### config.mk
export PLATFORM = sky130hd
export DESIGN_NAME = tkst_cell
export DESIGN_NICKNAME = d
export VERILOG_FILES = /design/src/hw/rtl/tkst_pkg.sv /design/src/hw/rtl/tkst_cell.sv
export SDC_FILE = /design/constraint.sdc
export NUM_CORES = 1
export LEC_CHECK = 0
export ABC_AREA = 1
export BUFFER_PORTS_ARGS = -buffer_cell sky130_fd_sc_hd__buf_4
export CORE_MARGIN = 2
export CORE_UTILIZATION = 49
export CTS_CLUSTER_SIZE = 40
export DETAILED_ROUTE_END_ITERATION = 8
export PLACE_DENSITY_LB_ADDON = 0.08
export SLEW_MARGIN = 20
export SYNTH_ARGS = -nofsm -noshare
export SYNTH_HDL_FRONTEND = slang
export SYNTH_SLANG_ARGS = --single-unit
### constraint.sdc
create_clock -name clock -period 9.94 [get_ports clock]
set_input_delay 0.497 -clock clock [delete_from_list [all_inputs] [get_ports clock]]
set_output_delay 0.497 -clock clock [all_outputs]
set_load 0.05 [all_outputs]
### src/hw/rtl/tkst_pkg.sv
// ----------------------------------------------------------------------------
// tkst_pkg - shared types and constants of the top-k score table
// Field widths, the neighbor link between cells and the result word layout.
// ----------------------------------------------------------------------------
package tkst_pkg;

   localparam int NAME_W  = 24;
   localparam int SCORE_W = 32;
   localparam int POS_W   = 7;
   localparam int COUNT_W = 8;

   // request kinds carried on req_tuser
   localparam logic MODE_INSERT = 1'b0;
   localparam logic MODE_READ   = 1'b1;

   // what one cell hands to the next one down the chain
   typedef struct packed {
      logic               ge;     // occupied and score >= incoming score
      logic [NAME_W-1:0]  name;
      logic [SCORE_W-1:0] score;
   } tkst_link_type;

   // result word, last field in the lowest bits
   typedef struct packed {
      logic [5:0]         pad;
      logic [SCORE_W-1:0] lowest_score;
      logic [COUNT_W-1:0] entry_count;
      logic               insert_kept;
      logic               entry_valid;
      logic [SCORE_W-1:0] entry_score;
      logic [NAME_W-1:0]  entry_name;
   } tkst_result_type;

   typedef enum logic {
      ST_IDLE,
      ST_PICK
   } tkst_state_type;

endpackage

### src/hw/rtl/tkst_cell.sv
// ----------------------------------------------------------------------------
// tkst_cell - one rank slot of the sorted chain
// Holds one entry; on an insert it keeps its entry, takes the new one or
// takes its upper neighbor's entry, so the whole row shifts at once.
// ----------------------------------------------------------------------------
module tkst_cell (
   input  logic                         clock,
   input  logic                         insert,
   input  logic                         occupied,
   input  logic [tkst_pkg::NAME_W-1:0]  new_name,
   input  logic [tkst_pkg::SCORE_W-1:0] new_score,
   input  tkst_pkg::tkst_link_type      prev_link,
   output tkst_pkg::tkst_link_type      link
);
   import tkst_pkg::*;

   logic [NAME_W-1:0]  name_ff, name_in;
   logic [SCORE_W-1:0] score_ff, score_in;
   logic               ge;

   // ties keep the older entry above the new one
   assign ge = occupied && (score_ff >= new_score);

   // hold, load the new entry, or shift down from the neighbor
   always_comb begin
      name_in  = name_ff;
      score_in = score_ff;
      if (insert && !ge) begin
         if (prev_link.ge) begin
            name_in  = new_name;
            score_in = new_score;
         end else begin
            name_in  = prev_link.name;
            score_in = prev_link.score;
         end
      end
   end

   always_ff @(posedge clock) begin
      name_ff  <= name_in;
      score_ff <= score_in;
   end

   assign link.ge    = ge;
   assign link.name  = name_ff;
   assign link.score = score_ff;

endmodule

==> results.py, run 1 <==
metrics = {
    "status": {
        "outcome": "complete, no violations",
    },
    "layout": {
        "share_of_layout_cells_above_drive_strength_1_pct": 45.71,
        "layout_overhead_on_the_synthesized_area_pct": 45.31,
        "layout.filler_cells": 489,
        "antennaDiodeCount": 0,
        "fin_area_sq_um": 4618,
        "final_cell_mix": "buf_4 (173), edfxtp_1 (56), a21oi_1 (45)",
        "final_common_cell": "buf_4",
        "post_route_insts_no_fill": 543,
        "num-nets-final": 613,
        "postLayoutCoreUtil_pct": 73.15,
    },
    "hold_path": {
        "hold_path_class": "input port to register",
    },
    "floorplanning": {
        "fp.dieH_microns": 84.54,
        "floorplan.rows": 29,
        "fp.coreArea_sq_um": 6314,
        "floorplan.initialDensity_pct": 50.34,
        "die-width_microns": 84.54,
        "die_area_sq_um": 7146,
        "top_level_ports": 173,
    },
    "drt": {
        "pre_antenna_drt_iters": 4,
        "post-route-drc-count": 0,
        "dr.first_iter.drc_count": 76,
        "postRouteWirelength_microns": 7588,
        "antenna_violation_net_count_after_detailed_routing": 0,
        "via_density": 4.834,
        "num_vias": 2625,
        "detail_route.wl_per_cell_microns": 13.97,
    },
    "yosys": {
        "synth_seq_area_share_pct": 52.91,
        "postSynthCellCount": 296,
        "synthesis.area_sq_um": 3178,
        "synth-seq-cells": 56,
        "syn-mean-instance-area_sq_um": 10.74,
        "synth.distinct_cells": 20,
        "leading_area_contributor_after_synthesis": "edfxtp_1",
        "yosysTopAreaCellShare_pct": 52.91,
        "synth_nets": 444,
        "warnings_from_yosys": 0,
        "synth.top_cells.by_area": "edfxtp_1 (53%), ha_1 (13%), mux2_2 (8.9%)",
    },
    "place": {
        "place_congestion": 0.7656,
        "dpl.hpwl_microns": 6042,
        "placement.io_buffers": 172,
        "postPlaceCellArea_sq_um": 4527,
        "numPlacedInstances": 535,
    },
    "global_route": {
        "grt-busiest-layer": "met2",
        "grt_use_met3_pct": 8.063,
        "grt.met1_usage_pct": 22.77,
        "use_met2_pct": 38.73,
        "antenna_found_initial": 0,
        "grt_first_pass_wirelength_microns": 12060,
        "grt_overflow": 0,
        "groute.usage.overall_pct": 21.25,
        "first_global_vias": 2743,
        "maximum_number_of_pins_on_one_net_before_global_route_repair": 88,
    },
    "clock_network": {
        "cts-root-buf": "clkbuf_8",
        "postCtsHoldBufs": 0,
        "postCtsResizedCells": 0,
        "cts.htree.levels": 2,
        "clkSlewWorstSetupHoldPaths_ns": 0.11,
        "cts_setup_buffers": 0,
        "cts-root-to-sink-buffers": 2,
        "clk_latency_ns": 0.30,
        "cts.sink_count": 56,
        "cts_tree": "yes",
        "cts_buffers": 5,
    },
    "sta": {
        "final_min_period_over_clock_period_pct": 28.86,
        "finalClockSkew_ns": 0.007283,
        "hold_violations": 0,
        "finalMaxSlewViolations": 0,
        "setup_viol": 0,
        "post-route-min-period_ns": 2.869,
        "max_slew.worst_pin.slew_ns": 0.8607,
        "tns_ns": 0,
        "grt_setup_unrepaired": "no",
        "clock.fmax_ghz": 0.3486,
        "timing.slew.headroom_pct": 42.62,
        "hold_ws_ns": 0.4883,
    },
    "flow_run": {
        "max-cap-violations": 0,
    },
    "setup_path": {
        "maximum_net_fanout_on_the_critical_path": 33,
        "category_of_the_worst_setup_path_launch_point": "register",
        "worst-setup-path-type": "register to register",
        "cp_data_required_time_ns": 9.91,
        "crit_arrival_ns": 2.84,
        "setup.worst_path.end_class": "register",
    },
    "power_and_ir_drop": {
        "cellLeakagePower_uw": 0.002225,
        "p_per_area_nw_per_um2": 134.3,
        "worst_ir_drop_vdd_v": 0.0001108,
    },
}
[cell usage after synthesis]
cell type	instances
edfxtp_1	56
a21oi_1	45
inv_1	42
nor2_1	37
ha_1	32
nand2_1	31
mux2_2	25
buf_2	7
clkbuf_1	3
nand4_1	3
a21oi_2	2
nand2_2	2
o21a_1	2
o21ai_0	2
o21ai_1	2
a21boi_2	1
a21oi_4	1
buf_4	1
nor2_2	1
nor3_1	1
[area by class of cell]
cell class | count | area (sq um) | area share [%]
flip-flops and latches | 56 | 1682 | 36.41
well taps | 77 | 96.34 | 2.086
inverters | 42 | 157.7 | 3.414
clock buffers | 5 | 68.82 | 1.490
repair buffers | 173 | 1299 | 28.12
clock inverters | 3 | 22.52 | 0.4877
multi-input cells | 187 | 1292 | 27.99
[metrics by stage]
step	power [uW]	worst slack [ns]
after floorplan	421.9	6.353
after global placement	495.3	6.864
after detailed placement	499.5	6.822
after CTS	627.1	7.041
after global routing	653.5	6.840
final	620.1	7.071
[where the power goes]
part	internal, uW	switching [uW]
sequential	284	8.10
combinational	79.5	121
clock	50.8	76.7
total	415	205
[worst max-delay path: stages (launching register included)]
cell	delay (ns)
edfxtp_1	0.41
ha_1	0.32
a21oi_1	0.16
o21ai_0	0.14
a21oi_2	0.14
nand2_1	0.07
nand2_2	0.07
nand2_2	0.06
a21oi_4	0.63
buf_4	0.51
[state kept, by name, indices dropped and copies added (netlist names)]
name	flops
score_ff	32
name_ff	24
[worst paths after layout]
kind	cells after the start	end	from	slack (ns)
setup reg to reg	9	score_ff[0]	score_ff[9]	7.07
hold reg to reg	6	score_ff[3]	score_ff[16]	1.23
setup / recovery	9	score_ff[0]	score_ff[9]	7.07
hold / removal	2	name_ff[16]	new_name[16]	0.49
[routing by layer]
metal	vias up	wire length [microns]
li1	1356	-
met1	1154	2787
met2	105	3921
met3	10	726
met4	0	153
met5	-	0
[logic make-up (layout without fill, tap and decap cells)]
group | after synthesis | after routing | share of synthesized area [%]
buffers and inverters | 53 | 223 | 6.653
AO/OA/AOI/OAI | 55 | 55 | 9.607
AND/OR/NAND/NOR | 75 | 75 | 9.370
flip-flops | 56 | 56 | 52.91
multiplexers | 25 | 25 | 8.858
adder cells (fa/ha/maj) | 32 | 32 | 12.60
No activity file was read; power rests on OpenSTA's default activity.
==> inputs of run 2 (changes only) <==
--- a/config.mk
+++ b/config.mk
@@ -8,7 +8,7 @@
 export ABC_AREA = 1
 export BUFFER_PORTS_ARGS = -buffer_cell sky130_fd_sc_hd__buf_4
 export CORE_MARGIN = 2
-export CORE_UTILIZATION = 49
+export CORE_UTILIZATION = 45
 export CTS_CLUSTER_SIZE = 40
 export DETAILED_ROUTE_END_ITERATION = 8
 export PLACE_DENSITY_LB_ADDON = 0.08
==> constraint.sdc (replaced) <==
create_clock -name clock -period 2.7 [get_ports clock]
set_input_delay 0.135 -clock clock [delete_from_list [all_inputs] [get_ports clock]]
set_output_delay 0.135 -clock clock [all_outputs]
set_load 0.05 [all_outputs]
==> run 2 against run 1 <==
Sequential power rose to 3.7 times the previous value. Register-to-register slack got worse by 6.5 ns. Fmax is 35% higher. Largest power group unchanged.
==> results.py, run 2 (synthesis gave the netlist of run 1 again) <==
metrics = {
    "setup_path": {
        "critPathMostFrequentCell": "nand2_1",
        "maximum_net_fanout_on_the_critical_path": 18,
        "crit_arrival_ns": 2.12,
        "cp-startpoint": "score_ff[7]",
        "category_of_the_worst_setup_path_launch_point": "register",
        "critical-path-top-delay-family": "simple AND/OR/NAND/NOR gates",
        "highest_cell_delay_on_the_worst_timing_path_ns": 0.40,
        "worst-setup-path-type": "register to register",
        "critical_path_buf_inv_count": 1,
        "setup.worst_path.end_class": "register",
        "cp_cell_sequence": "ha_1 > a21oi_1 > nand2_1 > nor2_1 > nand2_1 > nand2_1 > nand2_1 > nand2_2 > nand2_2 > a21oi_4 > buf_4",
        "cp_data_required_time_ns": 2.70,
        "reg2reg_from": "score_ff[7]",
        "timing.critical_path.slowest_stage_cell": "edfxtp_1",
    },
    "clock_network": {
        "cts.sink_count": 56,
        "cts-root-to-sink-buffers": 2,
        "cts.htree.levels": 2,
        "cts_buffers": 5,
        "cts_setup_buffers": 0,
        "clk_latency_ns": 0.30,
        "postCtsResizedCells": 0,
        "clkSlewWorstSetupHoldPaths_ns": 0.10,
        "postCtsHoldBufs": 0,
        "cts_tree": "yes",
        "cts-root-buf": "clkbuf_8",
    },
    "sta": {
        "final_min_period_over_clock_period_pct": 78.48,
        "post-route-min-period_ns": 2.119,
        "finalClockSkew_ns": 0.006702,
        "setup_viol": 0,
        "hold_violations": 0,
        "max_slew.worst_pin.slew_ns": 0.7023,
        "grt_setup_unrepaired": "no",
        "hold_ws_ns": 0.1269,
        "fin_ws_ns": 0.5810,
        "timing.slew.headroom_pct": 53.18,
        "finalMaxSlewViolations": 0,
        "clock.fmax_ghz": 0.4719,
    },
    "floorplanning": {
        "top_level_ports": 173,
        "fp.coreArea_sq_um": 6832,
        "die-width_microns": 88.04,
        "floorplan.initialDensity_pct": 46.52,
        "floorplan.rows": 30,
        "die_area_sq_um": 7750,
        "fp.dieH_microns": 88.04,
    },
    "global_route": {
        "maximum_number_of_pins_on_one_net_before_global_route_repair": 69,
        "groute.usage.overall_pct": 18.76,
        "antenna_found_initial": 0,
        "grt_first_pass_wirelength_microns": 11230,
        "first_global_vias": 2595,
        "grt_overflow": 0,
    },
    "layout": {
        "regMostFlops": "score_ff",
        "layout_overhead_on_the_synthesized_area_pct": 46.65,
        "num-nets-final": 615,
        "share_of_layout_cells_above_drive_strength_1_pct": 45.73,
        "final_cell_mix": "buf_4 (174), edfxtp_1 (56), a21oi_1 (45)",
        "layout.filler_cells": 575,
        "largest_register_ffs": 32,
        "registers_with_the_most_flip_flops": "score_ff: 32 flops, name_ff: 24 flops",
        "antennaDiodeCount": 0,
        "final_common_cell": "buf_4",
    },
    "power_and_ir_drop": {
        "p_per_area_nw_per_um2": 484.8,
        "total_switching_power_uw": 737.9,
        "internal_pwr_total_uw": 1521,
        "clock_power_share_pct": 19.7,
        "comb_power_share_pct": 32.7,
        "power.share.sequential_pct": 47.5,
        "cellLeakagePower_uw": 0.002235,
        "power.share.switching_pct": 32.66,
        "worst_ir_drop_vdd_v": 0.0002987,
    },
    "drt": {
        "dr.first_iter.drc_count": 77,
        "via_density": 4.729,
        "num_vias": 2667,
        "antenna_violation_net_count_after_detailed_routing": 0,
        "detail_route.wl_per_cell_microns": 12.97,
        "postRouteWirelength_microns": 7317,
        "post-route-drc-count": 0,
        "pre_antenna_drt_iters": 4,
    },
    "status": {
        "outcome": "complete, no violations",
    },
    "hold_path": {
        "hold_path_class": "input port to register",
        "hold_start": "prev_link[51]",
    },
    "flow_run": {
        "max-cap-violations": 0,
    },
    "place": {
        "placement.io_buffers": 172,
        "place_congestion": 0.7796,
        "dpl.hpwl_microns": 5874,
        "place_worst_setup_slack_ns": 0.5678,
    },
}
==> run 2: path summary, 6_finish.rpt <==
path / end / slack, ns / cells after the start
max reg2reg: score_ff[17] / 0.58 / 11
min reg2reg: score_ff[24] / 1.28 / 7
max: score_ff[17] / 0.58 / 11
min: name_ff[19] / 0.13 / 2
==> run 2: area by class of cell <==
cell class | count | area (sq um) | share of cell area [%]
flip-flops and latches | 56 | 1682 | 36.08
repair buffers | 175 | 1326 | 28.46
multi-input cells | 187 | 1292 | 27.73
inverters | 42 | 157.7 | 3.383
well taps | 96 | 120.1 | 2.577
clock buffers | 5 | 68.82 | 1.477
clock inverters | 3 | 13.76 | 0.2953
==> run 2: stage by stage <==
stage                     util [%]  std cells  TNS, ns  total power (uW)  instance area [sq um]
after floorplan                  -        296   -11.54              1554                   3186
after global placement       67.01        556        0              1831                   4578
after detailed placement     67.01        556        0              1843                   4578
after CTS                    68.22        564        0              2287                   4661
after global routing         68.22        564        0              2377                   4661
final                        68.22        564        0              2259                   4661
==> run 2: power by group through the flow <==
stage | Clock, uW | Sequential [uW] | Combinational, uW
after floorplan | 0 | 1320 | 229
after global placement | 0 | 1090 | 740
after detailed placement | 0 | 1090 | 748
after CTS | 462 | 1080 | 750
after global routing | 492 | 1080 | 802
final | 446 | 1070 | 739
==> run 2: worst register-to-register path, stage by stage (launching register included) <==
cell and delay (ns):
edfxtp_1 0.40, ha_1 0.31, a21oi_1 0.15, nand2_1 0.06, nor2_1 0.09, nand2_1 0.07, nand2_1 0.06, nand2_1 0.07
nand2_2 0.08, nand2_2 0.06, a21oi_4 0.18, buf_4 0.29
==> run 2: routing by layer <==
metal	global-route usage (%)	vias up	part of all wire (%)
li1	-	1354	-
met4	6.474	0	1.6
met2	33.33	111	51
met3	7.917	10	11
met1	20.05	1192	37
met5	0	-	0
==> inputs of run 3 (changes only) <==
--- a/config.mk
+++ b/config.mk
@@ -8,7 +8,7 @@
 export ABC_AREA = 1
 export BUFFER_PORTS_ARGS = -buffer_cell sky130_fd_sc_hd__buf_4
 export CORE_MARGIN = 2
-export CORE_UTILIZATION = 45
+export CORE_UTILIZATION = 41
 export CTS_CLUSTER_SIZE = 40
 export DETAILED_ROUTE_END_ITERATION = 8
 export PLACE_DENSITY_LB_ADDON = 0.08
==> constraint.sdc (replaced) <==
create_clock -name clock -period 1.7 [get_ports clock]
set_input_delay 0.085 -clock clock [delete_from_list [all_inputs] [get_ports clock]]
set_output_delay 0.085 -clock clock [all_outputs]
set_load 0.05 [all_outputs]
==> run 3 against run 2 <==
The flow now finishes with violations (negative setup slack). Global-route usage is 1.5 points higher. First-iteration DRC count is 2.6% higher. Via count is 9.8% higher. Non-clock buffer count is 65 higher. Clock skew is 0.0028 ns lower. Clock-buffer cell count stayed put. Worst hold slack worse by 0.065 ns. Highest routed layer unchanged. Clock power is 73% higher. Utilization is 3.7 points higher. Sequential share of layout area is 5.3 points lower. Cell count is 13% higher.
==> results.py, run 3 (synthesis gave the netlist of run 1 again) <==
metrics = {
    "setup_path": {
        "reg2reg_to": "score_ff[28]",
        "worst-setup-path-type": "register to output port",
        "category_of_the_worst_setup_path_launch_point": "register",
        "crit_arrival_ns": 2.08,
        "reg2reg_setup_slack_ns": -0.44,
        "worst-path-stages": 9,
        "timing.critical_path.slowest_stage_cell": "edfxtp_1",
        "r2r_cells": 11,
        "critical-path-top-delay-family": "simple AND/OR/NAND/NOR gates",
        "cp_data_required_time_ns": 1.62,
        "maximum_net_fanout_on_the_critical_path": 2,
        "reg2reg_from": "score_ff[28]",
        "setup.worst_path.end_class": "output port",
        "cp_cell_sequence": "ha_4 > nand2_1 > nor2_2 > nand4_1 > nor2_4 > nand2_2 > buf_4 > a21boi_2 > buf_6",
        "critical_path_buf_inv_count": 2,
        "cp-startpoint": "score_ff[21]",
        "highest_cell_delay_on_the_worst_timing_path_ns": 0.44,
        "worst_setup_path_endpoint": "link[56]",
    },
    "global_route": {
        "grt_overflow": 0,
        "grt_first_pass_wirelength_microns": 13610,
        "first_global_vias": 3039,
        "groute.usage.overall_pct": 20.21,
        "antenna_found_initial": 0,
        "maximum_number_of_pins_on_one_net_before_global_route_repair": 41,
    },
    "power_and_ir_drop": {
        "p_per_area_nw_per_um2": 724.4,
        "comb_power_share_pct": 37.2,
        "worst_ir_drop_vdd_v": 0.0004625,
        "cellLeakagePower_uw": 0.002607,
        "power.share.switching_pct": 33.22,
        "total_switching_power_uw": 1317,
        "p_total_uw": 3963,
        "power.share.sequential_pct": 43.3,
        "internal_pwr_total_uw": 2647,
        "clock_power_share_pct": 19.5,
    },
    "clock_network": {
        "cts-root-buf": "clkbuf_8",
        "cts.htree.levels": 2,
        "cts_tree": "yes",
        "cts.sink_count": 56,
        "cts_buffers": 5,
        "clk_latency_ns": 0.31,
        "cts-root-to-sink-buffers": 2,
        "clkSlewWorstSetupHoldPaths_ns": 0.11,
    },
    "layout": {
        "registers_with_the_most_flip_flops": "score_ff: 32 flops, name_ff: 24 flops",
        "final_cell_mix": "buf_4 (227), edfxtp_1 (56), a21oi_1 (43)",
        "fin_area_sq_um": 5472,
        "final_common_cell": "buf_4",
        "share_of_layout_cells_above_drive_strength_1_pct": 56.85,
        "postLayoutCoreUtil_pct": 71.92,
        "layout_overhead_on_the_synthesized_area_pct": 72.17,
        "largest_register_ffs": 32,
        "antennaDiodeCount": 0,
        "num-nets-final": 680,
        "regMostFlops": "score_ff",
    },
    "sta": {
        "tns_ns": -23.27,
        "post-route-min-period_ns": 2.164,
        "setup_viol": 57,
        "finalMaxSlewViolations": 0,
        "hold_violations": 0,
        "final_min_period_over_clock_period_pct": 127.3,
        "grt_setup_unrepaired": "yes",
        "clock.fmax_ghz": 0.4622,
        "finalClockSkew_ns": 0.003905,
        "max_slew.worst_pin.slew_ns": 0.3896,
        "timing.slew.headroom_pct": 74.03,
        "fin_ws_ns": -0.4638,
    },
    "drt": {
        "via_density": 4.613,
        "pre_antenna_drt_iters": 4,
        "detail_route.wl_per_cell_microns": 13.97,
        "num_vias": 2929,
        "antenna_violation_net_count_after_detailed_routing": 0,
        "dr.first_iter.drc_count": 79,
        "post-route-drc-count": 0,
        "postRouteWirelength_microns": 8874,
    },
    "hold_path": {
        "hold_path_class": "input port to register",
        "hold_start": "prev_link[48]",
    },
    "place": {
        "dpl.hpwl_microns": 6501,
        "place_congestion": 0.7772,
        "placement.io_buffers": 172,
        "postPlaceCellArea_sq_um": 4959,
        "place_worst_setup_slack_ns": -0.4011,
    },
    "status": {
        "outcome": "finished, violations left",
        "violated_checks": "negative setup slack",
    },
    "floorplanning": {
        "fp.coreArea_sq_um": 7607,
        "top_level_ports": 173,
        "floorplan.rows": 32,
        "die_area_sq_um": 8471,
        "die-width_microns": 92.04,
        "floorplan.initialDensity_pct": 41.78,
        "fp.dieH_microns": 92.04,
    },
    "flow_run": {
        "max-cap-violations": 0,
    },
}
-- run 3: through the flow --
step	instances	hold WS (ns)
floorplan	296	0.3048
global placement	610	0.3885
detailed placement	610	0.3906
CTS	624	0.05630
global route	635	0.05677
finish	635	0.06234
-- run 3: worst min path at each step --
stage,end,cells past startpoint
4_1_cts,name_ff[16],2
3_3_place_gp,name_ff[16],2
5_1_grt,name_ff[12],2
3_5_place_dp,name_ff[12],2
6_report,name_ff[16],2
2_1_floorplan,name_ff[17],1
-- run 3: repair_timing --
action                                  4_1_cts  5_1_grt
hold buffers                                  0        0
pin swaps                                     9       12
gates cloned                                  1        5
buffers inserted                              5        6
endpoints found under the setup margin       57       57
gates resized for setup                      11       23
-- run 3: per-layer routing --
metal	wire, microns	vias to the layer above	part of all wire, %	GRT usage, %
li1	-	1490	-	-
met1	3302	1327	37	22.55
met2	4796	104	54	37.50
met3	671	8	7.6	5.505
met4	104	0	1.2	5.846
met5	0	-	0	0
-- run 3: power by group through the flow --
stage	Clock, uW	Sequential (uW)	Combinational (uW)
2_1_floorplan	0	2100	366
3_3_place_gp	0	1730	1290
3_5_place_dp	0	1740	1310
4_1_cts	787	1710	1360
5_1_grt	819	1730	1590
6_report	772	1720	1470
-- run 3: area by class of cell --
cell class,count,area [sq um]
clock inverters,3,22.52
clock buffers,5,68.82
fillers,586,2136
inverters,42,157.7
well taps,102,127.6
repair buffers,240,1963
flip-flops and latches,56,1682
multi-input cells,187,1450
