**config.mk**
```make
export PLATFORM = sky130hd
export DESIGN_NAME = tkst_out_queue
export DESIGN_NICKNAME = d
export VERILOG_FILES = /design/src/hw/rtl/tkst_pkg.sv /design/src/hw/rtl/tkst_out_queue.sv
export SDC_FILE = /design/constraint.sdc
export NUM_CORES = 1
export LEC_CHECK = 0
export BUFFER_PORTS_ARGS = -buffer_cell sky130_fd_sc_hd__buf_2
export CAP_MARGIN = 20
export CELL_PAD_IN_SITES_DETAIL_PLACEMENT = 1
export CELL_PAD_IN_SITES_GLOBAL_PLACEMENT = 1
export CORE_MARGIN = 1
export CORE_UTILIZATION = 44
export DETAILED_ROUTE_END_ITERATION = 8
export PLACE_DENSITY_LB_ADDON = 0.15
export SYNTH_ARGS = -nofsm -noshare
export SYNTH_HDL_FRONTEND = slang
export SYNTH_SLANG_ARGS = --single-unit
```
**constraint.sdc**
```tcl
create_clock -name clock -period 6.13 [get_ports clock]
set_input_delay 0.613 -clock clock [delete_from_list [all_inputs] [get_ports clock]]
set_output_delay 0.613 -clock clock [all_outputs]
set_load 0.02 [all_outputs]
```
**src/hw/rtl/tkst_pkg.sv**
```systemverilog
// ----------------------------------------------------------------------------
// tkst_pkg - shared types and constants of the top-k score table
// Field widths, the neighbor link between cells and the result word layout.
// ----------------------------------------------------------------------------
package tkst_pkg;

   localparam int NAME_W  = 24;
   localparam int SCORE_W = 32;
   localparam int POS_W   = 7;
   localparam int COUNT_W = 8;

   // request kinds carried on req_tuser
   localparam logic MODE_INSERT = 1'b0;
   localparam logic MODE_READ   = 1'b1;

   // what one cell hands to the next one down the chain
   typedef struct packed {
      logic               ge;     // occupied and score >= incoming score
      logic [NAME_W-1:0]  name;
      logic [SCORE_W-1:0] score;
   } tkst_link_type;

   // result word, last field in the lowest bits
   typedef struct packed {
      logic [5:0]         pad;
      logic [SCORE_W-1:0] lowest_score;
      logic [COUNT_W-1:0] entry_count;
      logic               insert_kept;
      logic               entry_valid;
      logic [SCORE_W-1:0] entry_score;
      logic [NAME_W-1:0]  entry_name;
   } tkst_result_type;

   typedef enum logic {
      ST_IDLE,
      ST_PICK
   } tkst_state_type;

endpackage

```
**src/hw/rtl/tkst_out_queue.sv**
```systemverilog
// ----------------------------------------------------------------------------
// tkst_out_queue - two-word result queue
// Lets the table take the next request while a result waits downstream.
// ----------------------------------------------------------------------------
module tkst_out_queue (
   input  logic                      clock,
   input  logic                      reset,
   input  logic                      push,
   input  tkst_pkg::tkst_result_type push_data,
   input  logic                      pop,
   output logic                      out_valid,
   output tkst_pkg::tkst_result_type out_data,
   output logic                      full
);
   import tkst_pkg::*;

   tkst_result_type slot_ff [2];
   logic            wr_ptr_ff, wr_ptr_in;
   logic            rd_ptr_ff, rd_ptr_in;
   logic [1:0]      fill_ff, fill_in;

   assign out_valid = (fill_ff != 2'd0);
   assign full      = (fill_ff == 2'd2);
   assign out_data  = slot_ff[rd_ptr_ff];

   // advance pointers and fill level
   always_comb begin
      wr_ptr_in = push ? ~wr_ptr_ff : wr_ptr_ff;
      rd_ptr_in = pop ? ~rd_ptr_ff : rd_ptr_ff;
      fill_in   = fill_ff;
      if (push && !pop) begin
         fill_in = fill_ff + 2'd1;
      end else if (pop && !push) begin
         fill_in = fill_ff - 2'd1;
      end
   end

   always_ff @(posedge clock) begin
      if (reset) begin
         wr_ptr_ff <= 1'b0;
         rd_ptr_ff <= 1'b0;
         fill_ff   <= 2'd0;
      end else begin
         wr_ptr_ff <= wr_ptr_in;
         rd_ptr_ff <= rd_ptr_in;
         fill_ff   <= fill_in;
      end
   end

   // store the pushed word
   always_ff @(posedge clock) begin
      if (push) begin
         slot_ff[wr_ptr_ff] <= push_data;
      end
   end

endmodule

```
==> results by group, run 1 <==
Run status
  – Status: complete, no violations

Route
  – Average wire per standard cell: 18.6 µm
  – Drt total wl: 15.2 mm
  – Via count: 3930
  – DR pass1 iterations: 5
  – Via/cell ratio: 4.80
  – DRC: 0
  – Final ANT Viol Nets: 0
  – Drt initial violations: 178

Setup path
  – Maximum net fanout on the critical path: 65
  – Startpoint types: flop
  – Largest stage delay, worst path: 1.00 ns
  – Worst Path Required: 5.52 ns
  – Buf/Inv on CP: 2
  – Critical path data arrival time: 2.84 ns
  – CP max-delay cell: dfxtp_4
  – CP Cell Sequence: buf_4 -> mux2_2 -> buf_2
  – Crit end category: primary output
  – WS Path Type: reg -> out
  – CP delay by family, top: flip-flops
  – Levels on crit path: 3
  – Reg2reg path depth: 2

Place
  – GPL Wtd Cong: 0.706
  – Post-DP HPWL: 9.96 mm
  – PortBufs: 213

Logic synthesis
  – Xor/xnor share of the synthesized area: 0.00440
  – Post-synthesis mux area share: 0.175
  – Net Count, Synth: 455
  – Combinational family with the most area after synthesis: multiplexers
  – Synth Area in Simple Gates: 0.00581
  – Register area share after synthesis: 0.797
  – Library cells used by synthesis: 18
  – Mapped Cells: 346
  – Avg Inst Size Synth: 23.0 µm²
  – Seq cells post-synth: 213
  – Synth warnings: 0
  – Post-Synth Adder-Cell Area: 0.00157
  – Compound-gate portion of the synthesized area: 0.00126
  – Area of the mapped netlist: 7960 µm²

Die
  – DIE AREA: 18600 µm²
  – Die width: 137 µm
  – Initial Utilization: 0.456
  – Standard-cell rows: 48
  – Io pins: 214
  – CORE AREA: 17500 µm²
  – Die H: 137 µm

Timing
  – Total Neg Setup Slack: 0 ns
  – Setup-failing EPs final: 0
  – Crit share post-route: 0.563
  – Least-Margin Pin Slew: 1.02 ns
  – Achievable frequency: 0.290 GHz
  – Worst clock skew: 0.00867 ns
  – Final hold vios: 0
  – RSZ-0062 raised after global routing: no
  – Slew Limit Fails: 0
  – Slew Limit Headroom: 0.322
  – Fin crit period: 3.45 ns

GRT
  – GRT overflow: 0
  – Met3 GRT Util: 0.0437
  – Routing usage on met2: 0.287
  – Largest net degree at the start of global routing: 84
  – Vias in the first global route: 4267
  – GR peak layer: met2
  – First-pass GRT wire length: 22.5 mm
  – Met1 usage: 0.188
  – Initial antenna violation count: 0
  – Total Routing Usage GR: 0.160

Worst hold path
  – Hold Path Stages: 1
  – HP Class: in -> reg

Layout
  – Layout Nets: 685
  – Area grow syn2layout: 26.0%
  – Fill cells: 1619
  – Core Util, Final: 0.574
  – Layout cell share with drive strength beyond 1: 0.610

Clock tree
  – Clk_lat worst skew: 0.49 ns
  – CTS resizes: 0
  – CTS Buf Count: 23
  – Hold buffer count at CTS: 0
  – Clock Path Buffers: 3
  – CTS clk-pin slew, worst paths: 0.06 ns
  – CTS tree: built
  – Clock Sinks: 213
  – CTS root buf: clkbuf_16
  – Htree depth: 1
  – Postcts setup bufs: 0

Pwr
  – Pleak: 3.92 nW
  – Sw frac: 0.224
  – PwrDens: 353 nW/µm²
  – Clock share of power: 0.389
  – Sequential share of power: 0.492
  – P_int: 2.75 mW
  – VDD IR max: 337 µV
  – Logic pwr share: 0.119
  – Sw Pwr: 795 µW

Run
  – Max Cap Viol: 0
per-stage QoR:
step           power (mW)  std cells  area [µm²]  worst slack [ns]  hold WS (ns)
2_1_floorplan        2.06        346        7960             0.414         0.456
5_1_grt              3.67        817       10000              2.49         0.290
4_1_cts              3.60        816       10000              2.58         0.286
6_report             3.54        818       10000              2.68         0.310
3_5_place_dp         2.20        775        9230              3.10         0.507
3_3_place_gp         2.18        775        9230              3.13         0.476
area by class of cell:
class,count,area [µm²],share of cell area
Sequential cell,213,6350,0.633
Multi-Input combinational cell,120,1510,0.150
Inverter,1,3.75,0.000374
Clock inverter,11,130,0.0130
Tap cell,225,282,0.0281
Clock buffer,30,642,0.0640
Timing Repair Buffer,217,1120,0.111
Antenna cell,1,2.50,0.000249
worst paths after layout:
kind / start / to / slack (ns)
worst min register to register: fill_ff[1] / fill_ff[1] / 0.52
worst max register to register: wr_ptr_ff / slot_ff[1][10] / 3.93
worst max-delay path: flop / out_data[101] / 2.68
worst min-delay path: push_data[47] / slot_ff[0][47] / 0.31
power by group through the flow:
| stage | Sequential [mW] | Clock, mW | Combinational (mW) |
|---|---|---|---|
| final | 1.74 | 1.38 | 0.422 |
| after global routing | 1.75 | 1.47 | 0.450 |
| after CTS | 1.75 | 1.42 | 0.427 |
| after detailed placement | 1.78 | 0 | 0.425 |
| after global placement | 1.77 | 0 | 0.416 |
| after floorplan | 1.76 | 0 | 0.300 |
cell usage after synthesis, drive strengths merged:
master | number | area share
a21oi | 1 | 0.00063
and2 | 1 | 0.00079
buf | 12 | 0.014
dfxtp | 5 | 0.013
edfxtp | 208 | 0.78
ha | 1 | 0.0016
inv | 1 | 0.00047
mux2 | 104 | 0.18
nor2 | 4 | 0.0019
nor2b | 2 | 0.0016
o21ai | 1 | 0.00063
or2 | 1 | 0.00079
or3 | 1 | 0.00079
xnor2 | 2 | 0.0022
xor2 | 2 | 0.0022
layer usage:
layer / routed length (µm) / share of wire
met1: 5930 / 0.39
met2: 7800 / 0.51
met3: 1250 / 0.082
met4: 238 / 0.016
met5: 0 / 0
state kept, by name (all words and copies together), names as in the netlist, named ones only:
| name | flops |
|---|---|
| slot_ff | 208 |
| fill_ff | 2 |
| rd_ptr_ff | 1 |
| wr_ptr_ff | 1 |
cells in the final DEF (no fill, tap or decap), drive strengths merged:
cell,n
clkbuf,30
a21oi,1
nor2,4
inv,1
or3,1
or2,1
buf,217
dfxtp,5
ha,1
xnor2,2
diode,1
bufinv,3
xor2,2
and2,1
edfxtp,208
clkinv,7
nor2b,2
o21ai,1
clkinvlp,1
mux2,104
cells by family after synthesis:
logic type      count (synthesis)
flops                         213
buf+inv                        13
simple gates                    9
compound gates                  2
mux                           104
xor+xnor                        4
fa+ha+maj                       1
(Power assumes the default switching activity.)
==> run 2, diff against run 1 <==
--- a/config.mk
+++ b/config.mk
@@ -5,6 +5,7 @@
 export SDC_FILE = /design/constraint.sdc
 export NUM_CORES = 1
 export LEC_CHECK = 0
+export ABC_AREA = 1
 export BUFFER_PORTS_ARGS = -buffer_cell sky130_fd_sc_hd__buf_2
 export CAP_MARGIN = 20
 export CELL_PAD_IN_SITES_DETAIL_PLACEMENT = 1
==> constraint.sdc (replaced) <==
create_clock -name clock -period 3.5 [get_ports clock]
set_input_delay 0.35 -clock clock [delete_from_list [all_inputs] [get_ports clock]]
set_output_delay 0.35 -clock clock [all_outputs]
set_load 0.02 [all_outputs]
==> run 2 against run 1 <==
- sequential cell count unchanged
- total power up 64%
- clock skew down 0.0026 ns
- critical endpoint is now out_data[102]
- largest cell class unchanged
==> results by group, run 2 <==
Layout
  – Layout Nets: 698 (+1.9%)
  – Biggest regs: slot_ff (208), fill_ff (2)
  – Antenna Cells: 0 (-1)
  – Commonest non-fill, non-tap cell in the layout: buf_2
  – Register bank with the most flops: slot_ff
  – Area occupied by multi-input gates: 1500 µm² (-0.91%)
  – Layout cell share with drive strength beyond 1: 0.580 (-0.0294)
  – Fill cells: 1626 (+0.43%)
  – Post-Layout Cell Count: 828 (+1.2%)
  – Post-Layout Inst Area: 9950 µm² (-0.86%)
  – Area grow syn2layout: 24.6%
  – Most frequent cells in the layout: buf_2 (213), edfxtp_1 (208), mux2_4 (60)
  – Max reg flops: 208 (unchanged)
  – Register area: 6350 µm² (unchanged)

Timing
  – Final hold slack: 0.0412 ns (-0.269 ns)
  – Setup-failing EPs final: 0 (unchanged)
  – Crit share post-route: 0.710
  – Total Neg Setup Slack: 0 ns (unchanged)
  – Final hold vios: 0 (unchanged)
  – Fin crit period: 2.49 ns
  – Least-Margin Pin Slew: 0.575 ns (-0.443 ns)
  – Slew Limit Fails: 0 (unchanged)
  – Worst clock skew: 0.00611 ns (-0.00257 ns)
  – Slew Limit Headroom: 0.617 (+0.295)
  – Achievable frequency: 0.402 GHz
  – RSZ-0062 raised after global routing: no

Clock tree
  – CTS root buf: clkbuf_16
  – Clock Sinks: 213 (unchanged)
  – CTS Buf Count: 23 (unchanged)
  – Htree depth: 1 (unchanged)
  – Hold buffer count at CTS: 0 (unchanged)
  – Clk_lat worst skew: 0.49 ns (about the same)
  – CTS clk-pin slew, worst paths: 0.06 ns (about the same)
  – Clock Path Buffers: 3 (unchanged)
  – CTS tree: built
  – Postcts setup bufs: 0 (unchanged)
  – CTS resizes: 0 (unchanged)

GRT
  – GRT overflow: 0 (unchanged)
  – Initial antenna violation count: 1 (+1)
  – Total Routing Usage GR: 0.165 (+0.00503)
  – Vias in the first global route: 4353 (+2.0%)
  – First-pass GRT wire length: 23.1 mm (+2.6%)
  – Largest net degree at the start of global routing: 66 (-21%)

Setup path
  – Critical path data arrival time: 2.14 ns (-0.70 ns)
  – Worst Path Required: 3.15 ns (-2.37 ns)
  – Maximum net fanout on the critical path: 37 (-43%)
  – Crit end category: primary output
  – WS Path Type: reg -> out
  – Startpoint types: flop

Route
  – Drt total wl: 15.5 mm (+2.2%)
  – DR pass1 iterations: 4 (-1)
  – Final ANT Viol Nets: 0 (unchanged)
  – Via count: 4010 (+2.0%)
  – Average wire per standard cell: 18.8 µm (+0.95%)
  – DRC: 0 (unchanged)
  – Drt initial violations: 201 (+13%)
  – Via/cell ratio: 4.84 (+0.80%)

Pwr
  – VDD IR max: 513 µV (+52%)
  – Pleak: 3.89 nW (-0.76%)
  – PwrDens: 583 nW/µm² (+65%)

Die
  – Initial Utilization: 0.457 (+0.00107)
  – Die H: 137 µm (+0.12%)
  – DIE AREA: 18700 µm² (+0.23%)
  – Standard-cell rows: 48 (unchanged)
  – Die width: 137 µm (+0.12%)
  – CORE AREA: 17500 µm² (unchanged)
  – Io pins: 214 (unchanged)

Logic synthesis
  – Post-synth top cells: edfxtp_1 (208), mux2_4 (60), mux2_2 (44)
  – Main synth FF type: edfxtp_1
  – Net Count, Synth: 466 (+2.4%)
  – Synth warnings: 0 (unchanged)
  – Register area share after synthesis: 0.795 (-0.00187)
  – Post-synth top area cell: edfxtp_1
  – Ranking of synthesized cells by area: edfxtp_1 (78%), mux2_4 (11%), mux2_2 (6.2%), dfxtp_1 (1.3%), buf_6 (0.99%)
  – Area of the mapped netlist: 7980 µm² (+0.24%)
  – Avg Inst Size Synth: 22.4 µm² (-2.9%)
  – Share of the synthesized area in the top cell type: 0.782 (-0.00184)
  – Seq cells post-synth: 213 (unchanged)
  – Post-synth EDFFs: 208 (unchanged)
  – Library cells used by synthesis: 17 (-1)
  – Most frequent cell after synthesis: edfxtp_1
  – Mapped Cells: 357 (+3.2%)
  – Asr flop ratio synth: 0 (unchanged)

Place
  – GPL Wtd Cong: 0.730 (+3.3%)
  – Placed cell area: 9310 µm² (+0.85%)
  – Post-DP HPWL: 10.1 mm (+1.3%)
  – PortBufs: 213 (unchanged)
  – Placed Cells: 789 (+1.8%)

Run
  – Max Cap Viol: 0 (unchanged)

Run status
  – Status: complete, no violations

Worst hold path
  – HP Class: in -> reg
-- run 2: cell count changes after synthesis, moves of 2 or more --
cell	change
nand2_1	+6
xor2_1	-2
nor2_1	+2
inv_1	+8
nor2b_1	-2
-- run 2: worst paths after layout --
| check | to | slack (ns) | cells after the start | startpoint |
|---|---|---|---|---|
| max reg2reg | slot_ff[1][82] | 1.78 | 3 | wr_ptr_ff |
| min | slot_ff[0][75] | 0.04 | 1 | push_data[75] |
| max | out_data[102] | 1.01 | 3 | flop |
| min reg2reg | rd_ptr_ff | 0.52 | 2 | rd_ptr_ff |
-- run 2: layer usage --
layer / vias to the layer above / GRT usage / share of wire / wire length (µm)
met1: 1959 / 0.193 / 0.39 / 6000
met3: 32 / 0.0493 / 0.084 / 1310
met2: 160 / 0.286 / 0.50 / 7830
met4: 2 / 0.0562 / 0.026 / 398
li1: 1857 / - / - / -
met5: - / 0 / 0.00084 / 13
-- run 2: logic make-up after synthesis --
family / after synthesis / share of synthesized area
simple gates: 15 / 0.00768
mux: 104 / 0.175
xor+xnor: 1 / 0.00110
fa+ha+maj: 1 / 0.00157
flops: 213 / 0.795
compound gates: 2 / 0.00125
buf+inv: 21 / 0.0185
-- run 2: through the flow --
| step | utilization | worst slack [ns] | total power [mW] |
|---|---|---|---|
| floorplan | - | 0.575 | 3.53 |
| global placement | 0.533 | 1.49 | 3.76 |
| detailed placement | 0.533 | 1.48 | 3.78 |
| CTS | 0.569 | 0.945 | 5.88 |
| global route | 0.569 | 0.868 | 6.00 |
| finish | 0.569 | 1.01 | 5.80 |
-- run 2: final cells by class --
| class | instances | share of cell area |
|---|---|---|
| sequential | 213 | 0.638 |
| clock buffer | 29 | 0.0601 |
| timing repair buffer | 219 | 0.115 |
| clock inverter | 10 | 0.00390 |
| multi-input combinational | 123 | 0.150 |
| tap | 225 | 0.0283 |
| inverter | 9 | 0.00365 |
-- run 2: critical path, stage by stage (launching register included) --
cell	delay, ns
dfxtp_4	0.68
buf_4	0.41
mux2_2	0.38
buf_2	0.16
-- run 2: where the power goes --
| group | internal, mW | switching, mW | total (mW) | leakage (nW) |
|---|---|---|---|---|
| clock | 1.19 | 0.887 | 2.08 | 0.309 |
| sequential | 2.95 | 0.0520 | 3.01 | 1.99 |
| combinational | 0.314 | 0.397 | 0.711 | 1.58 |
| total | 4.46 | 1.34 | 5.80 | 3.89 |
==> run 3, diff against run 2 <==
--- a/config.mk
+++ b/config.mk
@@ -11,7 +11,7 @@
 export CELL_PAD_IN_SITES_DETAIL_PLACEMENT = 1
 export CELL_PAD_IN_SITES_GLOBAL_PLACEMENT = 1
 export CORE_MARGIN = 1
-export CORE_UTILIZATION = 44
+export CORE_UTILIZATION = 40
 export DETAILED_ROUTE_END_ITERATION = 8
 export PLACE_DENSITY_LB_ADDON = 0.15
 export SYNTH_ARGS = -nofsm -noshare
==> constraint.sdc (replaced) <==
create_clock -name clock -period 2.17 [get_ports clock]
set_input_delay 0.217 -clock clock [delete_from_list [all_inputs] [get_ports clock]]
set_output_delay 0.217 -clock clock [all_outputs]
set_load 0.02 [all_outputs]
==> run 3 against run 2 <==
- core utilization grew 0.31 points
- clock skew up 0.0037 ns
- sequential share of layout area decreased by 7.0 points
- critical endpoint is now out_data[97]
- largest cell class unchanged
==> results by group, run 3 (same netlist as run 2, synthesis figures left out) <==
Run status
  – Status: complete, no violations

Pwr
  – VDD IR max: 523 µV (+1.9%)
  – PwrDens: 890 nW/µm² (+53%)
  – Sequential share of power: 0.485 (-0.034)
  – Pleak: 4.37 nW (+12%)
  – Clock share of power: 0.380 (+0.021)
  – P_int: 7.74 mW (+73%)
  – Sw Pwr: 2.21 mW (+66%)
  – Sw frac: 0.222 (-0.00817)
  – Logic pwr share: 0.135 (+0.012)

Setup path
  – Maximum net fanout on the critical path: 70 (+89%)
  – Reg2reg path depth: 3 (unchanged)
  – Worst reg2reg setup slack: 0.85 ns (-0.93 ns)
  – Startpoint types: flop
  – WS Path Type: reg -> out
  – Setup crit end: out_data[97]
  – R2R Path End: slot_ff[1][63]
  – Worst Path Required: 1.95 ns (-1.20 ns)
  – Reg-to-Reg Start: wr_ptr_ff
  – Critical path data arrival time: 1.88 ns (-0.26 ns)
  – Crit end category: primary output

Place
  – Placed cell area: 9380 µm² (+0.73%)
  – Worst slack, placed: 0.580 ns (-0.895 ns)
  – GPL Wtd Cong: 0.683 (-6.3%)
  – PortBufs: 213 (unchanged)
  – Post-DP HPWL: 9.85 mm (-2.4%)

Route
  – DR pass1 iterations: 4 (unchanged)
  – Via count: 4468 (+11%)
  – Average wire per standard cell: 17.2 µm (-8.5%)
  – Met1 WL: 6.56 mm (+9.2%)
  – DRC: 0 (unchanged)
  – Final ANT Viol Nets: 0 (unchanged)
  – Drt total wl: 16.8 mm (+8.0%)
  – DR WL met2: 8.91 mm (+14%)
  – Drt initial violations: 121 (-40%)
  – Wire length on met3: 1.07 mm (-18%)
  – Top Layer Used: met5
  – Via/cell ratio: 4.57 (-5.6%)

Timing
  – Setup-failing EPs final: 0 (unchanged)
  – Worst clock skew: 0.00979 ns (+0.00369 ns)
  – Achievable frequency: 0.478 GHz
  – Least-Margin Pin Slew: 0.540 ns (-0.0350 ns)
  – Total Neg Setup Slack: 0 ns (unchanged)
  – Crit share post-route: 0.964
  – Slew Limit Headroom: 0.640 (+0.0234)
  – Slew Limit Fails: 0 (unchanged)
  – Final hold vios: 0 (unchanged)
  – Min setup slack post-route: 0.0777 ns (-0.936 ns)
  – RSZ-0062 raised after global routing: no
  – Fin crit period: 2.09 ns

Layout
  – Register bank with the most flops: slot_ff
  – Commonest non-fill, non-tap cell in the layout: buf_2
  – Area grow syn2layout: 40.0%
  – Post-Layout Inst Area: 11200 µm² (+12%)
  – Biggest regs: slot_ff (208), fill_ff (2)
  – Layout Nets: 804 (+15%)
  – Layout cell share with drive strength beyond 1: 0.501 (-0.0797)
  – Fill cells: 1852 (+14%)
  – Most frequent cells in the layout: buf_2 (213), edfxtp_1 (208), dlygate4sd3_1 (105)
  – Max reg flops: 208 (unchanged)

Clock tree
  – CTS resizes: 0 (unchanged)
  – CTS root buf: clkbuf_16
  – CTS tree: built
  – CTS clk-pin slew, worst paths: 0.05 ns (about the same)
  – Clock Sinks: 213 (unchanged)
  – Clock Path Buffers: 3 (unchanged)
  – CTS Buf Count: 24 (+4.3%)
  – Clk_lat worst skew: 0.50 ns (about the same)
  – Htree depth: 1 (unchanged)

Run
  – Max Cap Viol: 0 (unchanged)

Die
  – DIE AREA: 20500 µm² (+9.8%)
  – Standard-cell rows: 51 (+6.3%)
  – Die H: 143 µm (+4.8%)
  – Io pins: 214 (unchanged)
  – Initial Utilization: 0.409 (-0.0479)
  – Die width: 143 µm (+4.8%)
  – CORE AREA: 19500 µm² (+12%)

GRT
  – Vias in the first global route: 5013 (+15%)
  – GRT overflow: 0 (unchanged)
  – Initial antenna violation count: 2 (+1)
  – First-pass GRT wire length: 25.3 mm (+9.6%)
  – Total Routing Usage GR: 0.163 (-0.00128)
  – Largest net degree at the start of global routing: 71 (+7.6%)

Worst hold path
  – HP Class: in -> reg
  – Worst Hold Launch: pop
## run 3: final cells by class
| type | instances | area [µm²] | share of cell area |
|---|---|---|---|
| inverters | 9 | 37.5 | 0.00336 |
| repair buffers | 324 | 2210 | 0.198 |
| multi-input cells | 123 | 1500 | 0.134 |
| well taps | 265 | 332 | 0.0297 |
| flip-flops and latches | 213 | 6350 | 0.568 |
| diodes | 1 | 2.50 | 0.000224 |
| clock buffers | 35 | 663 | 0.0593 |
| clock inverters | 7 | 80.1 | 0.00716 |
## run 3: how the worst min path moves through the flow
stage / end / slack, ns / cells past startpoint
floorplan: wr_ptr_ff / 0.29 / 1
global placement: slot_ff[0][103] / 0.40 / 1
detailed placement: slot_ff[1][75] / 0.41 / 1
CTS: flop / 0.007 / 3
global route: rd_ptr_ff / 0.03 / 3
finish: rd_ptr_ff / 0.02 / 3
## run 3: worst max-delay path: stages, from the launching register on
cell     delay [ns]
dfxtp_4        0.35
buf_12         0.38
mux2_2         0.40
buf_2          0.16
## run 3: stage by stage
stage	hold slack [ns]	std cells	utilization	total power, mW
global route	0.0292	977	0.572	10.3
CTS	0.00689	976	0.572	10.1
floorplan	0.289	357	-	5.70
global placement	0.404	829	0.480	6.07
finish	0.0172	977	0.572	9.95
detailed placement	0.408	829	0.480	6.11
## run 3: layer usage
metal,vias up,GRT usage
li1,2080,-
met2,155,0.304
met3,25,0.0412
met4,2,0.0426
met1,2206,0.185
met5,-,0
## run 3: power groups by stage
| stage | Combinational (mW) | Sequential [mW] | Clock, mW |
|---|---|---|---|
| 6_report | 1.34 | 4.82 | 3.78 |
| 5_1_grt | 1.44 | 4.84 | 4.04 |
| 4_1_cts | 1.36 | 4.82 | 3.89 |
| 3_5_place_dp | 1.20 | 4.91 | 0 |
| 3_3_place_gp | 1.18 | 4.89 | 0 |
| 2_1_floorplan | 0.800 | 4.90 | 0 |
## run 3: repair_timing
action,in CTS,in global routing
endpoints found under the hold margin,211,0
hold buffers,105,0
setup buffers,0,0
setup endpoints to repair,0,0
